[config.mk]
export PLATFORM = sky130hd
export DESIGN_NAME = lru_page_cache_clean_dirty_pairs_core
export DESIGN_NICKNAME = d
export VERILOG_FILES = /design/src/design/lpc_pkg.sv /design/src/design/lpc_datapath.sv /design/src/design/lpc_ctrl.sv /design/src/design/lru_page_cache_clean_dirty_pairs_core.sv
export SDC_FILE = /design/constraint.sdc
export NUM_CORES = 2
export LEC_CHECK = 0
export ABC_CLOCK_PERIOD_IN_PS = 9200
export BUFFER_PORTS_ARGS = -buffer_cell sky130_fd_sc_hd__buf_2
export CAP_MARGIN = 20
export CORE_UTILIZATION = 25
export DETAILED_ROUTE_END_ITERATION = 8
export GPL_ROUTABILITY_DRIVEN = 0
export SKIP_CTS_REPAIR_TIMING = 1
export SLEW_MARGIN = 0
export SYNTH_ARGS = -nofsm -noshare
export SYNTH_HDL_FRONTEND = slang
export SYNTH_SLANG_ARGS = --single-unit
[constraint.sdc]
create_clock -name clock -period 9.2 [get_ports clock]
set_input_delay 0.46 -clock clock [delete_from_list [all_inputs] [get_ports clock]]
set_output_delay 0.46 -clock clock [all_outputs]
set_load 0.05 [all_outputs]
[src/design/lpc_pkg.sv]
// ----------------------------------------------------------------------------
// lpc_pkg
// Shared types and codes for the LRU page cache tag store.
// ----------------------------------------------------------------------------
package lpc_pkg;

   localparam int CmdW  = 3;
   localparam int StatW = 2;
   localparam int CapW  = 5;
   localparam logic [CapW-1:0] CAP_RESET = 5'd16;

   // request commands
   localparam logic [CmdW-1:0] CMD_CLEAN_INS   = 3'd0;
   localparam logic [CmdW-1:0] CMD_DIRTY_INS   = 3'd1;
   localparam logic [CmdW-1:0] CMD_PARTIAL_INS = 3'd2;
   localparam logic [CmdW-1:0] CMD_LOOKUP      = 3'd3;
   localparam logic [CmdW-1:0] CMD_REMOVE      = 3'd4;
   localparam logic [CmdW-1:0] CMD_EXISTS      = 3'd5;

   // response status
   localparam logic [StatW-1:0] ST_OK   = 2'd0;
   localparam logic [StatW-1:0] ST_MISS = 2'd1;
   localparam logic [StatW-1:0] ST_BAD  = 2'd2;

   // datapath operations
   localparam logic [2:0] OP_NONE    = 3'd0;
   localparam logic [2:0] OP_TOUCH   = 3'd1;
   localparam logic [2:0] OP_PARTIAL = 3'd2;
   localparam logic [2:0] OP_DROP    = 3'd3;
   localparam logic [2:0] OP_EVICT   = 3'd4;
   localparam logic [2:0] OP_ADD     = 3'd5;

   typedef struct packed {
      logic [CmdW-1:0] cmd;
      logic [15:0]     file_id;
      logic [31:0]     page_number;
   } req_type;

   typedef struct packed {
      logic [StatW-1:0] status;
      logic             clean_present;
      logic             dirty_present;
      logic             evicted;
      logic [15:0]      evicted_file_id;
      logic [31:0]      evicted_page_number;
      logic             evicted_dirty;
   } rsp_type;

   typedef struct packed {
      logic             take;
      logic [2:0]       op;
      logic             add_dirty;
      logic             load;
      logic [StatW-1:0] status;
   } dp_cmd_type;

   typedef struct packed {
      logic hit;
      logic room;
      logic over;
   } dp_sts_type;

endpackage

[src/design/lpc_datapath.sv]
// ----------------------------------------------------------------------------
// lpc_datapath
// Slot tags, copy bits, LRU ranks, copy count and the response register.
// ----------------------------------------------------------------------------
module lpc_datapath #(
   parameter int SLOTS = 16
) (
   input  logic                  clock,
   input  logic                  reset,
   input  lpc_pkg::req_type      req_data,
   input  logic                  csr_we,
   input  logic [lpc_pkg::CapW-1:0] csr_wdata,
   input  lpc_pkg::dp_cmd_type   cmd,
   output lpc_pkg::dp_sts_type   sts,
   output lpc_pkg::rsp_type      rsp_data
);

   localparam int AW   = (SLOTS > 1) ? $clog2(SLOTS) : 1;
   localparam int UW   = $clog2(SLOTS + 1);
   localparam int CW   = $clog2(2 * SLOTS + 1);
   localparam int CMPW = (CW > lpc_pkg::CapW) ? CW : lpc_pkg::CapW;

   logic [15:0]  key_file_ff;
   logic [31:0]  key_page_ff;
   logic [15:0]  slot_file_ff [SLOTS];
   logic [31:0]  slot_page_ff [SLOTS];
   logic [SLOTS-1:0] clean_ff, clean_in, dirty_ff, dirty_in;
   logic [AW-1:0] age_ff [SLOTS];
   logic [AW-1:0] age_in [SLOTS];
   logic [CW-1:0] copies_ff, copies_in;
   logic [UW-1:0] used_ff, used_in;
   logic [lpc_pkg::CapW-1:0] cap_ff;

   logic          ev_ff;
   logic [15:0]   ev_file_ff;
   logic [31:0]   ev_page_ff;
   logic          ev_dirty_ff;
   lpc_pkg::rsp_type rsp_ff;

   logic [SLOTS-1:0] valid, hit_vec, free_vec, old_vec, sel_vec;
   logic [AW-1:0]    hit_idx, free_idx, old_idx, sel_idx;
   logic [AW-1:0]    sel_age, old_rank;
   logic [CMPW-1:0]  cap_eff;

   assign valid    = clean_ff | dirty_ff;
   assign old_rank = AW'(used_ff - UW'(1));

   always_comb begin
      hit_idx  = '0;
      free_idx = '0;
      old_idx  = '0;
      for (int i = 0; i < SLOTS; i++) begin
         hit_vec[i]  = valid[i] && slot_file_ff[i] == key_file_ff
                       && slot_page_ff[i] == key_page_ff;
         free_vec[i] = !valid[i];
         old_vec[i]  = valid[i] && age_ff[i] == old_rank;
      end
      // lowest index wins
      for (int i = SLOTS - 1; i >= 0; i--) begin
         if (hit_vec[i]) hit_idx = AW'(i);
         if (free_vec[i]) free_idx = AW'(i);
         if (old_vec[i]) old_idx = AW'(i);
      end
   end

   assign sel_vec = (cmd.op == lpc_pkg::OP_EVICT) ? old_vec : hit_vec;
   assign sel_idx = (cmd.op == lpc_pkg::OP_EVICT) ? old_idx : hit_idx;
   assign sel_age = age_ff[sel_idx];

   assign cap_eff  = (cap_ff == '0) ? CMPW'(1) : CMPW'(cap_ff);
   assign sts.hit  = |hit_vec;
   assign sts.room = |free_vec;
   assign sts.over = CMPW'(copies_ff) > cap_eff;

   always_comb begin
      clean_in  = clean_ff;
      dirty_in  = dirty_ff;
      age_in    = age_ff;
      copies_in = copies_ff;
      used_in   = used_ff;
      case (cmd.op)
         lpc_pkg::OP_TOUCH, lpc_pkg::OP_PARTIAL: begin
            for (int i = 0; i < SLOTS; i++) begin
               if (valid[i] && !sel_vec[i] && age_ff[i] < sel_age)
                  age_in[i] = age_ff[i] + AW'(1);
            end
            age_in[sel_idx] = '0;
            if (cmd.op == lpc_pkg::OP_PARTIAL && !dirty_ff[sel_idx]) begin
               dirty_in[sel_idx] = 1'b1;
               copies_in = copies_ff + CW'(1);
            end
         end
         lpc_pkg::OP_DROP, lpc_pkg::OP_EVICT: begin
            for (int i = 0; i < SLOTS; i++) begin
               if (valid[i] && !sel_vec[i] && age_ff[i] > sel_age)
                  age_in[i] = age_ff[i] - AW'(1);
            end
            age_in[sel_idx]   = '0;
            clean_in[sel_idx] = 1'b0;
            dirty_in[sel_idx] = 1'b0;
            copies_in = copies_ff - CW'(clean_ff[sel_idx]) - CW'(dirty_ff[sel_idx]);
            used_in   = used_ff - UW'(1);
         end
         lpc_pkg::OP_ADD: begin
            for (int i = 0; i < SLOTS; i++) begin
               if (valid[i]) age_in[i] = age_ff[i] + AW'(1);
            end
            age_in[free_idx]   = '0;
            clean_in[free_idx] = !cmd.add_dirty;
            dirty_in[free_idx] = cmd.add_dirty;
            copies_in = copies_ff + CW'(1);
            used_in   = used_ff + UW'(1);
         end
         default: ;
      endcase
   end

   always_ff @(posedge clock) begin
      if (reset) begin
         clean_ff  <= '0;
         dirty_ff  <= '0;
         copies_ff <= '0;
         used_ff   <= '0;
         cap_ff    <= lpc_pkg::CAP_RESET;
         for (int i = 0; i < SLOTS; i++) age_ff[i] <= '0;
      end else begin
         clean_ff  <= clean_in;
         dirty_ff  <= dirty_in;
         age_ff    <= age_in;
         copies_ff <= copies_in;
         used_ff   <= used_in;
         if (csr_we) cap_ff <= csr_wdata;
      end
   end

   always_ff @(posedge clock) begin
      if (cmd.take) begin
         key_file_ff <= req_data.file_id;
         key_page_ff <= req_data.page_number;
         ev_ff       <= 1'b0;
         ev_file_ff  <= '0;
         ev_page_ff  <= '0;
         ev_dirty_ff <= 1'b0;
      end else if (cmd.op == lpc_pkg::OP_EVICT) begin
         ev_ff       <= 1'b1;
         ev_file_ff  <= slot_file_ff[old_idx];
         ev_page_ff  <= slot_page_ff[old_idx];
         ev_dirty_ff <= dirty_ff[old_idx];
      end
      if (cmd.op == lpc_pkg::OP_ADD) begin
         slot_file_ff[free_idx] <= key_file_ff;
         slot_page_ff[free_idx] <= key_page_ff;
      end
      if (cmd.load) begin
         rsp_ff.status              <= cmd.status;
         rsp_ff.clean_present       <= sts.hit && clean_ff[hit_idx];
         rsp_ff.dirty_present       <= sts.hit && dirty_ff[hit_idx];
         rsp_ff.evicted             <= ev_ff;
         rsp_ff.evicted_file_id     <= ev_file_ff;
         rsp_ff.evicted_page_number <= ev_page_ff;
         rsp_ff.evicted_dirty       <= ev_dirty_ff;
      end
   end

   assign rsp_data = rsp_ff;

endmodule

[src/design/lpc_ctrl.sv]
// ----------------------------------------------------------------------------
// lpc_ctrl
// Command sequencer: steps one request through touch, partial, drop, evict and add.
// ----------------------------------------------------------------------------
module lpc_ctrl (
   input  logic                clock,
   input  logic                reset,
   input  logic                req_valid,
   output logic                req_ready,
   input  logic [lpc_pkg::CmdW-1:0] req_cmd,
   output logic                rsp_valid,
   input  logic                rsp_ready,
   input  lpc_pkg::dp_sts_type sts,
   output lpc_pkg::dp_cmd_type cmd
);

   localparam logic [2:0] S_IDLE   = 3'd0;
   localparam logic [2:0] S_DECIDE = 3'd1;
   localparam logic [2:0] S_ROOM   = 3'd2;
   localparam logic [2:0] S_ADD    = 3'd3;
   localparam logic [2:0] S_CAP    = 3'd4;
   localparam logic [2:0] S_DONE   = 3'd5;

   logic [2:0] st_ff, st_in;
   logic [lpc_pkg::CmdW-1:0] cmd_ff;
   logic [lpc_pkg::StatW-1:0] code_ff, code_in;
   logic evd_ff, evd_in;
   logic rsp_valid_ff, rsp_valid_in;
   logic accept;

   assign req_ready = (st_ff == S_IDLE);
   assign accept    = req_valid && req_ready;
   assign rsp_valid = rsp_valid_ff;

   always_comb begin
      st_in         = st_ff;
      code_in       = code_ff;
      evd_in        = evd_ff;
      cmd           = '0;
      cmd.take      = accept;
      cmd.add_dirty = (cmd_ff == lpc_pkg::CMD_DIRTY_INS);
      cmd.status    = code_ff;
      rsp_valid_in  = rsp_valid_ff && !rsp_ready;
      case (st_ff)
         S_IDLE: begin
            if (accept) begin
               st_in  = S_DECIDE;
               evd_in = 1'b0;
            end
         end
         S_DECIDE: begin
            code_in = lpc_pkg::ST_OK;
            st_in   = S_DONE;
            case (cmd_ff)
               lpc_pkg::CMD_CLEAN_INS: begin
                  if (sts.hit) begin
                     cmd.op = lpc_pkg::OP_TOUCH;
                     st_in  = S_CAP;
                  end else begin
                     st_in = S_ROOM;
                  end
               end
               lpc_pkg::CMD_DIRTY_INS: begin
                  if (sts.hit) cmd.op = lpc_pkg::OP_DROP;
                  st_in = S_ROOM;
               end
               lpc_pkg::CMD_PARTIAL_INS: begin
                  if (sts.hit) begin
                     cmd.op = lpc_pkg::OP_PARTIAL;
                     st_in  = S_CAP;
                  end else begin
                     code_in = lpc_pkg::ST_BAD;
                  end
               end
               lpc_pkg::CMD_LOOKUP: begin
                  if (sts.hit) cmd.op = lpc_pkg::OP_TOUCH;
                  else code_in = lpc_pkg::ST_MISS;
               end
               lpc_pkg::CMD_REMOVE: begin
                  if (sts.hit) cmd.op = lpc_pkg::OP_DROP;
                  else code_in = lpc_pkg::ST_MISS;
               end
               lpc_pkg::CMD_EXISTS: begin
                  if (!sts.hit) code_in = lpc_pkg::ST_MISS;
               end
               default: code_in = lpc_pkg::ST_BAD;
            endcase
         end
         S_ROOM: begin
            // all slots taken: evict the oldest key to make room
            if (!sts.room) begin
               cmd.op = lpc_pkg::OP_EVICT;
               evd_in = 1'b1;
            end
            st_in = S_ADD;
         end
         S_ADD: begin
            cmd.op = lpc_pkg::OP_ADD;
            st_in  = S_CAP;
         end
         S_CAP: begin
            if (!evd_ff && sts.over) cmd.op = lpc_pkg::OP_EVICT;
            st_in = S_DONE;
         end
         S_DONE: begin
            // hold until the response register is free
            if (!rsp_valid_ff || rsp_ready) begin
               cmd.load     = 1'b1;
               rsp_valid_in = 1'b1;
               st_in        = S_IDLE;
            end
         end
         default: st_in = S_IDLE;
      endcase
   end

   always_ff @(posedge clock) begin
      if (reset) begin
         st_ff        <= S_IDLE;
         code_ff      <= lpc_pkg::ST_OK;
         evd_ff       <= 1'b0;
         rsp_valid_ff <= 1'b0;
      end else begin
         st_ff        <= st_in;
         code_ff      <= code_in;
         evd_ff       <= evd_in;
         rsp_valid_ff <= rsp_valid_in;
      end
   end

   always_ff @(posedge clock) begin
      if (accept) cmd_ff <= req_cmd;
   end

`ifndef SYNTHESIS
   a_accept_decide: assert property (@(posedge clock) disable iff (reset)
      accept |=> st_ff == S_DECIDE)
      else $error("accepted request did not reach decide");
   a_cap_done: assert property (@(posedge clock) disable iff (reset)
      st_ff == S_CAP |=> st_ff == S_DONE)
      else $error("capacity check did not finish");
   a_load_valid: assert property (@(posedge clock) disable iff (reset)
      cmd.load |=> rsp_valid_ff && st_ff == S_IDLE)
      else $error("response load lost");
   a_one_evict_room: assert property (@(posedge clock) disable iff (reset)
      st_ff == S_CAP && evd_ff |-> cmd.op != lpc_pkg::OP_EVICT)
      else $error("second eviction in one command");
`endif

endmodule

[src/design/lru_page_cache_clean_dirty_pairs_core.sv]
// ----------------------------------------------------------------------------
// lru_page_cache_clean_dirty_pairs_core
// Fully associative LRU tag store with clean and dirty copies per page key.
// ----------------------------------------------------------------------------
// Sequence: lookup, remove, exists and rejected commands pass decide and done;
//   refresh inserts and partial inserts pass decide, capacity check and done;
//   dirty inserts and inserts of a new key pass decide, room, add, capacity
//   check and done. Requests: one at a time; the next beat is taken the cycle
//   after the response loads, and the load waits while an earlier response
//   still waits for rsp_ready.
// Reset: synchronous; clears all copy bits, LRU ranks and the copy count,
//   sets capacity to 16. Slot tags are not reset.
// ----------------------------------------------------------------------------
module lru_page_cache_clean_dirty_pairs_core #(
   parameter int SLOTS = 16
) (
   input  logic                       clock,
   input  logic                       reset,
   input  logic                       req_valid,
   output logic                       req_ready,
   input  lpc_pkg::req_type           req_data,
   output logic                       rsp_valid,
   input  logic                       rsp_ready,
   output lpc_pkg::rsp_type           rsp_data,
   input  logic                       csr_we,
   input  logic [lpc_pkg::CapW-1:0]   csr_wdata
);

   // command and status between sequencer and slot datapath
   lpc_pkg::dp_cmd_type dp_cmd;
   lpc_pkg::dp_sts_type dp_sts;

   lpc_ctrl u_ctrl (
      .clock     (clock),
      .reset     (reset),
      .req_valid (req_valid),
      .req_ready (req_ready),
      .req_cmd   (req_data.cmd),
      .rsp_valid (rsp_valid),
      .rsp_ready (rsp_ready),
      .sts       (dp_sts),
      .cmd       (dp_cmd)
   );

   // slot tags, copy bits, ranks and the response register
   lpc_datapath #(
      .SLOTS (SLOTS)
   ) u_datapath (
      .clock     (clock),
      .reset     (reset),
      .req_data  (req_data),
      .csr_we    (csr_we),
      .csr_wdata (csr_wdata),
      .cmd       (dp_cmd),
      .sts       (dp_sts),
      .rsp_data  (rsp_data)
   );

endmodule
# ---- Word level (Yosys, flattened, before mapping)
# Memories as Yosys holds them, arrays and structs flattened. A register that Yosys moved wholly into a read port is not among the register bits.
# Cells that the tools add are included.
dict set report word_totals {
  rom_bits 0
  register_bits 226
  mem_count 2
  latchBits 0
  ram_bits 768
  in_bits 61
}
# memory words word_bits rd rd_ports_with_merged_regs write_ports line
set memory_table {}
lappend memory_table {u_datapath.slot_page_ff 16 32 17 1 1 lpc_datapath.sv:26} ;# logic [31:0] slot_page_ff [SLOTS];
lappend memory_table {u_datapath.slot_file_ff 16 16 17 1 1 lpc_datapath.sv:25} ;# logic [15:0] slot_file_ff [SLOTS];
dict set report classes {
  shifts 0
  magnitude_cmp 43
  multipliers 0
  n_bitwise 12
  mux 202
  n_eq_ne 67
  add_sub_neg 37
  div_mod_pow 0
  reduce_logical 161
}
# cell count
set ops {}
lappend ops {{4-bit two-way mux} 149}
lappend ops {{32-bit equality test} 16}
lappend ops {{16-bit equality test} 16}
lappend ops {{64-bit bitwise AND} 3}
lappend ops {{64-bit case mux with 3 select lines} 1}
lappend ops {{64-bit NOT} 2}
lappend ops {{1-bit logical AND} 106}
lappend ops {{4-bit by 1-bit adder with 4-bit output, second input constant} 16}
lappend ops {{4-bit equality test} 16}
lappend ops {{4-bit > comparator} 16}
lappend ops {{4-bit less-than comparator} 16}
lappend ops {{4-bit by 1-bit subtractor with 4-bit output, second input constant} 16}
lappend ops {{16-bit case mux with 3 select lines} 1}
lappend ops {{1-bit zero test} 37}
lappend ops {{16-bit bitwise AND} 2}
lappend ops {{16-bit bitwise mux} 2}
lappend ops {{4-bit demux with 4-bit select} 2}
lappend ops {{16-bit two-way mux} 2}
lappend ops {{16-bit OR} 2}
lappend ops {{16-bit case mux with 2 select lines} 1}
lappend ops {{16-bit OR reduction} 2}
lappend ops {{1-bit binary-select mux with 4-bit select} 5}
lappend ops {{4-bit by 5-bit less-than comparator with 1-bit output, second input constant} 4}
lappend ops {{3-bit by 2-bit equality test with 1-bit output, second input constant} 6}
lappend ops {{other kinds (37)} 83}

# ---- Longest topological paths before layout
# An unclocked memory read counts as a cell.
dict set report depth {
  depth_word 31
  mapped_depth 34
  ltp_nobuf 29
}

# ---- Modules after synthesis
# A second synthesis with hierarchy kept.
dict set report unflattened {
  hier_cells 6104
  area_unflattened_um2 60396.7
}
# mod seq_area_each_um2 cells_per_inst n_inst area_each_um2
set by_module_without_submodules {}
lappend by_module_without_submodules {lpc_datapath 29348.1 6036 1 59823.6}
lappend by_module_without_submodules {lpc_ctrl 230.2 68 1 573.0}

# ---- Worst setup path after synthesis
# Ideal clock, no wire load.
dict set report synth_path {
  kind {reg2reg}
  from {reg u_datapath.dirty_ff[14]}
  to {mem u_datapath.slot_file_ff[11][0] (enable)}
  setup_ps 573
  setup_slack_ps 2189
  synth_period_minus_slack_ps 7011
  required_time_ps 8627
  stages_incl_launch_ff 9
  path_buffers 1
  t_arrival_ps 6438
  path_cell_list {dfxtp_1 or2_2 buf_1 a211oi_1 nor3_1 nor3_1 o311ai_0 a311o_1 nor4_1}
}
dict set report synth_between {
  elab_chain_len 16
}
# element line
set synth_rtl {}
lappend synth_rtl {{start, declared} lpc_datapath.sv:27} ;# logic [SLOTS-1:0] clean_ff, clean_in, dirty_ff, dirty_in;
lappend synth_rtl {{start signal, assigned} lpc_datapath.sv:128} ;# dirty_ff <= dirty_in;
lappend synth_rtl {{16-bit OR *} lpc_datapath.sv:45} ;# assign valid = clean_ff | dirty_ff;
lappend synth_rtl {{4-bit two-way mux (15 in a row)} lpc_datapath.sv:61} ;# if (free_vec[i]) free_idx = AW'(i);
lappend synth_rtl {{end, declared} lpc_datapath.sv:25}
# Every way passes the cells marked *; elsewhere a longest branch is shown, timed or not.

# ---- Worst setup path in the final report
dict set report layout_path {
  from {reg u_datapath.key_file_ff[8]}
  to {reg u_datapath.age_ff[27] (netlist bit)}
}
dict set report layout_between {
  elab_chain_len 30
}
# element line
set layout_rtl {}
lappend layout_rtl {{start, declared} lpc_datapath.sv:23} ;# logic [15:0] key_file_ff;
lappend layout_rtl {{start signal, assigned} lpc_datapath.sv:138} ;# key_file_ff <= req_data.file_id;
lappend layout_rtl {{16-bit equality test} lpc_datapath.sv:53} ;# hit_vec[i] = valid[i] && slot_file_ff[i] == key_file_ff
lappend layout_rtl {{1-bit logical AND} lpc_datapath.sv:53}
lappend layout_rtl {{1-bit logical AND} lpc_datapath.sv:54} ;# && slot_page_ff[i] == key_page_ff;
lappend layout_rtl {{4-bit two-way mux (16 in a row)} lpc_datapath.sv:60} ;# if (hit_vec[i]) hit_idx = AW'(i);
lappend layout_rtl {{4-bit two-way mux} lpc_datapath.sv:67} ;# assign sel_idx = (cmd.op == lpc_pkg::OP_EVICT) ? old_idx : hit_idx;
lappend layout_rtl {{4-bit NOT with 5-bit output (implied by the code)} {lpc_datapath.sv:68, lpc_datapath.sv:87, lpc_datapath.sv:98}}
lappend layout_rtl {{4-bit binary-select mux with 4-bit select} lpc_datapath.sv:68} ;# assign sel_age = age_ff[sel_idx];
lappend layout_rtl {{4-bit two-way mux (implied by the code) (2 in a row)} lpc_datapath.sv:68}
lappend layout_rtl {{4-bit > comparator / 4-bit less-than comparator (equally long branches)} {lpc_datapath.sv:95, lpc_datapath.sv:84}}
lappend layout_rtl {{1-bit logical AND (on tied branches)} {lpc_datapath.sv:95, lpc_datapath.sv:84}}
lappend layout_rtl {{4-bit two-way mux (on tied branches)} {lpc_datapath.sv:95, lpc_datapath.sv:84}}
lappend layout_rtl {{4-bit two-way mux} lpc_datapath.sv:81} ;# case (cmd.op)
lappend layout_rtl {{64-bit bitwise AND (no source line)} --}
lappend layout_rtl {{64-bit case mux with 3 select lines} lpc_datapath.sv:81}
lappend layout_rtl {{end signal, assigned} lpc_datapath.sv:129} ;# age_ff <= age_in;
lappend layout_rtl {{end, declared} lpc_datapath.sv:28} ;# logic [AW-1:0] age_ff [SLOTS];
# Parallel ways exist; a longest one is shown, timed or not. The select of a mux whose other input is x is not followed.
# A chain may end at the register's enable or synchronous reset.

==> metrics.cfg <==
[global_route]
track_usage=0.2059
overflow=0
antenna_found_initial=11
grt_pass1_wl_um=349400
grt_pass1_vias=44820
grt_max_degree=153

[clocking]
worstSkewPairLatency_ps=800
cts-htree-levels=3
path_clk_slew_ps=70
cts-buffers-inserted=109
cts.sinks=1041
clock-root-buffer=clkbuf_16
cts.path.max_buffers=3
cts_tree=built

[critical_path]
crit_buf_inv=3
startpoint_type=flip-flop
path_max_fanout=39
max_stage_delay_ps=1030
crit_slowest_cell=edfxtp_1
path_class=flip-flop to flip-flop
crit_family=compound AO/OA/AOI/OAI gates
cp.required_ps=9850
end_kind=flip-flop
worstPathArrival_ps=9280

[yosys]
synthFlopType=edfxtp_1
syn_area_sq_mm=0.05811
synth_edf_count=873
syn_avg_cell_area_sq_um=10.54
yosysUniqueCellTypes=96
ys_seq_area_frac=0.5090
synth_top_area_frac=0.4511
yosysWarningCount=0
synth_nets=5685
synthCells=5516
async_flop_share=0
ys_seq_elements=1041
synth_top_cell_by_area=edfxtp_1
synth_area_leaders=edfxtp_1, xnor2_1, dfxtp_1

[cells_and_area]
layout_common_cells=edfxtp_1, nand2_1, xnor2_1
final_common_cell=edfxtp_1
ff_latch_area_sq_mm=0.02958
area_growth_syn_to_layout_pct=14.37
multi_input_area_sq_mm=0.02635
fillers=23650
nets=5707
drive_above_1_share=0.09904

[pwr]
leakage_nw=21.51
irDropWorstVdd_mv=0.1904
p_per_area_mw_per_mm2=171.0

[flow_run]
timing.max_cap.violations=0

[detailed_routing]
antenna_left=0
wire_per_inst_um=29.22
drt_iter0_markers=8750
vias_per_cell=5.730
route.final.wire_length_um=253200
via_count=49650
drcViolationCount=8
dr.pass1.iters=9

[timing]
slew_headroom=0.1187
finalSetupTns_ps=0
hold_ws_ps=-17.66
worst_slack_ps=571.0
final.period_utilization=0.9379
worstMarginPinSlew_ps=1310
fin_skew_ps=82.74
rsz0062_at_grt=false
drv_slew=0
finalSetupViolCount=0
max_clock_freq_mhz=115.9
post-route-min-period_ps=8629
finalHoldViolCount=2

[placement]
place_ws_ps=1134
place_hpwl_um=179000
port_buffers=116

[floorplanning]
coreArea_sq_mm=0.2306
io_pins=117
initial_core_util=0.2521
design.die.area_sq_mm=0.2344
die_y_um=484.1
rows=176
die_x_um=484.1

[run_status]
violations=design-rule violations, negative hold slack
status=finished with violations

[hold_path]
hp-class=input pin to flip-flop

-- per-layer routing --
| layer | vias to the layer above | track usage | wire length (um) |
|---|---|---|---|
| li1 | 20670 | - | - |
| met1 | 24320 | 0.2703 | 96960 |
| met2 | 3971 | 0.2948 | 103600 |
| met3 | 691 | 0.07408 | 36500 |
| met4 | 8 | 0.1042 | 16000 |
| met5 | - | 0 | 62 |
-- worst reg2reg max path: stages, from the launching register on --
cell	delay, ps
edfxtp_1	1030
buf_4	410
xor2_1	130
nor3_1	580
nand4_1	440
nor2_1	740
a21oi_1	270
o21ai_0	250
o2bb2ai_1	250
buf_4	260
o21a_2	760
nor2_1	110
a211oi_1	260
a211oi_1	90
a31oi_1	170
mux2_2	350
buf_4	270
ha_1	270
nor2b_1	130
o21a_1	160
o21ai_0	150
nand2b_1	130
or3_1	420
nor2_1	140
nor3_1	50
a2111oi_0	410
o21ai_0	150
o22ai_1	140
-- path summary, 6_finish.rpt --
| check | start | end | slack (ps) | depth (start not counted) |
|---|---|---|---|---|
| max | u_datapath.key_file_ff[8] | u_datapath.age_ff[27] | 570 | 27 |
| min | req_data[9] | u_datapath.key_page_ff[9] | -20 | 1 |
| max reg2reg | u_datapath.key_file_ff[8] | u_datapath.age_ff[27] | 570 | 27 |
| min reg2reg | u_datapath.ev_page_ff[9] | u_datapath.rsp_data[10] | 400 | 0 |
-- final cells by class --
cell class,instances,share of cell area
clock inverters,72,0.01263
repair buffers,338,0.03821
well taps,3026,0.05696
clock buffers,135,0.04311
diodes,5,0.0001882
inverters,133,0.007511
flip-flops and latches,1041,0.4450
multi-input cells,3915,0.3964
-- report_power, final --
part	internal, mW	switching (mW)
Clock	2.65	2.08
Combinational	0.384	0.917
Sequential	5.22	0.118
-- state kept, by name, summed over array words and instances, names as in the netlist, 5 cells and up --
| register | cells |
|---|---|
| u_datapath.clean_ff | 16 |
| u_datapath.key_file_ff | 16 |
| u_datapath.ev_page_ff | 32 |
| u_datapath.dirty_ff | 16 |
| u_datapath.slot_file_ff | 256 |
| u_datapath.key_page_ff | 32 |
| u_datapath.copies_ff | 6 |
| u_datapath.slot_page_ff | 512 |
| u_datapath.age_ff | 64 |
| u_datapath.rsp_data | 54 |
| u_datapath.cap_ff | 5 |
| u_datapath.ev_file_ff | 16 |
-- synth_stat cells, types with 52 or more instances --
cell and n:
edfxtp_1 873, nand2_1 612, xnor2_1 405, a211oi_1 351
xor2_1 303, clkbuf_1 281, nor2_1 242, a21oi_1 241
and2_1 193, dfxtp_1 168, nand4_1 142, o21ai_0 136
a31oi_1 132, inv_1 127, nor4_1 119, a311oi_1 113
ha_1 107, nand3_1 104, buf_2 96, nor3_1 83
nor2b_1 53, o22ai_1 52
-- kinds of logic after synthesis --
logic type	count (synthesis)	synth area share
AND/OR/NAND/NOR	1709	0.1456
AO/OA/AOI/OAI	1309	0.1566
buffers and inverters	560	0.04155
XOR/XNOR	721	0.1118
adder cells (fa/ha/maj)	108	0.02338
flip-flops	1041	0.5090
multiplexers	68	0.01212
-- per-stage QoR --
step / util / power (mW) / instance area [sq um] / instances
CTS: 0.2856 / 11.32 / 65840 / 8601
floorplan: - / 6.109 / 58110 / 5516
global route: 0.2882 / 11.60 / 66450 / 8660
global placement: 0.2695 / 6.647 / 62130 / 8393
detailed placement: 0.2695 / 6.651 / 62140 / 8394
finish: 0.2883 / 11.37 / 66470 / 8665
Power figures use the tool's default switching activity.
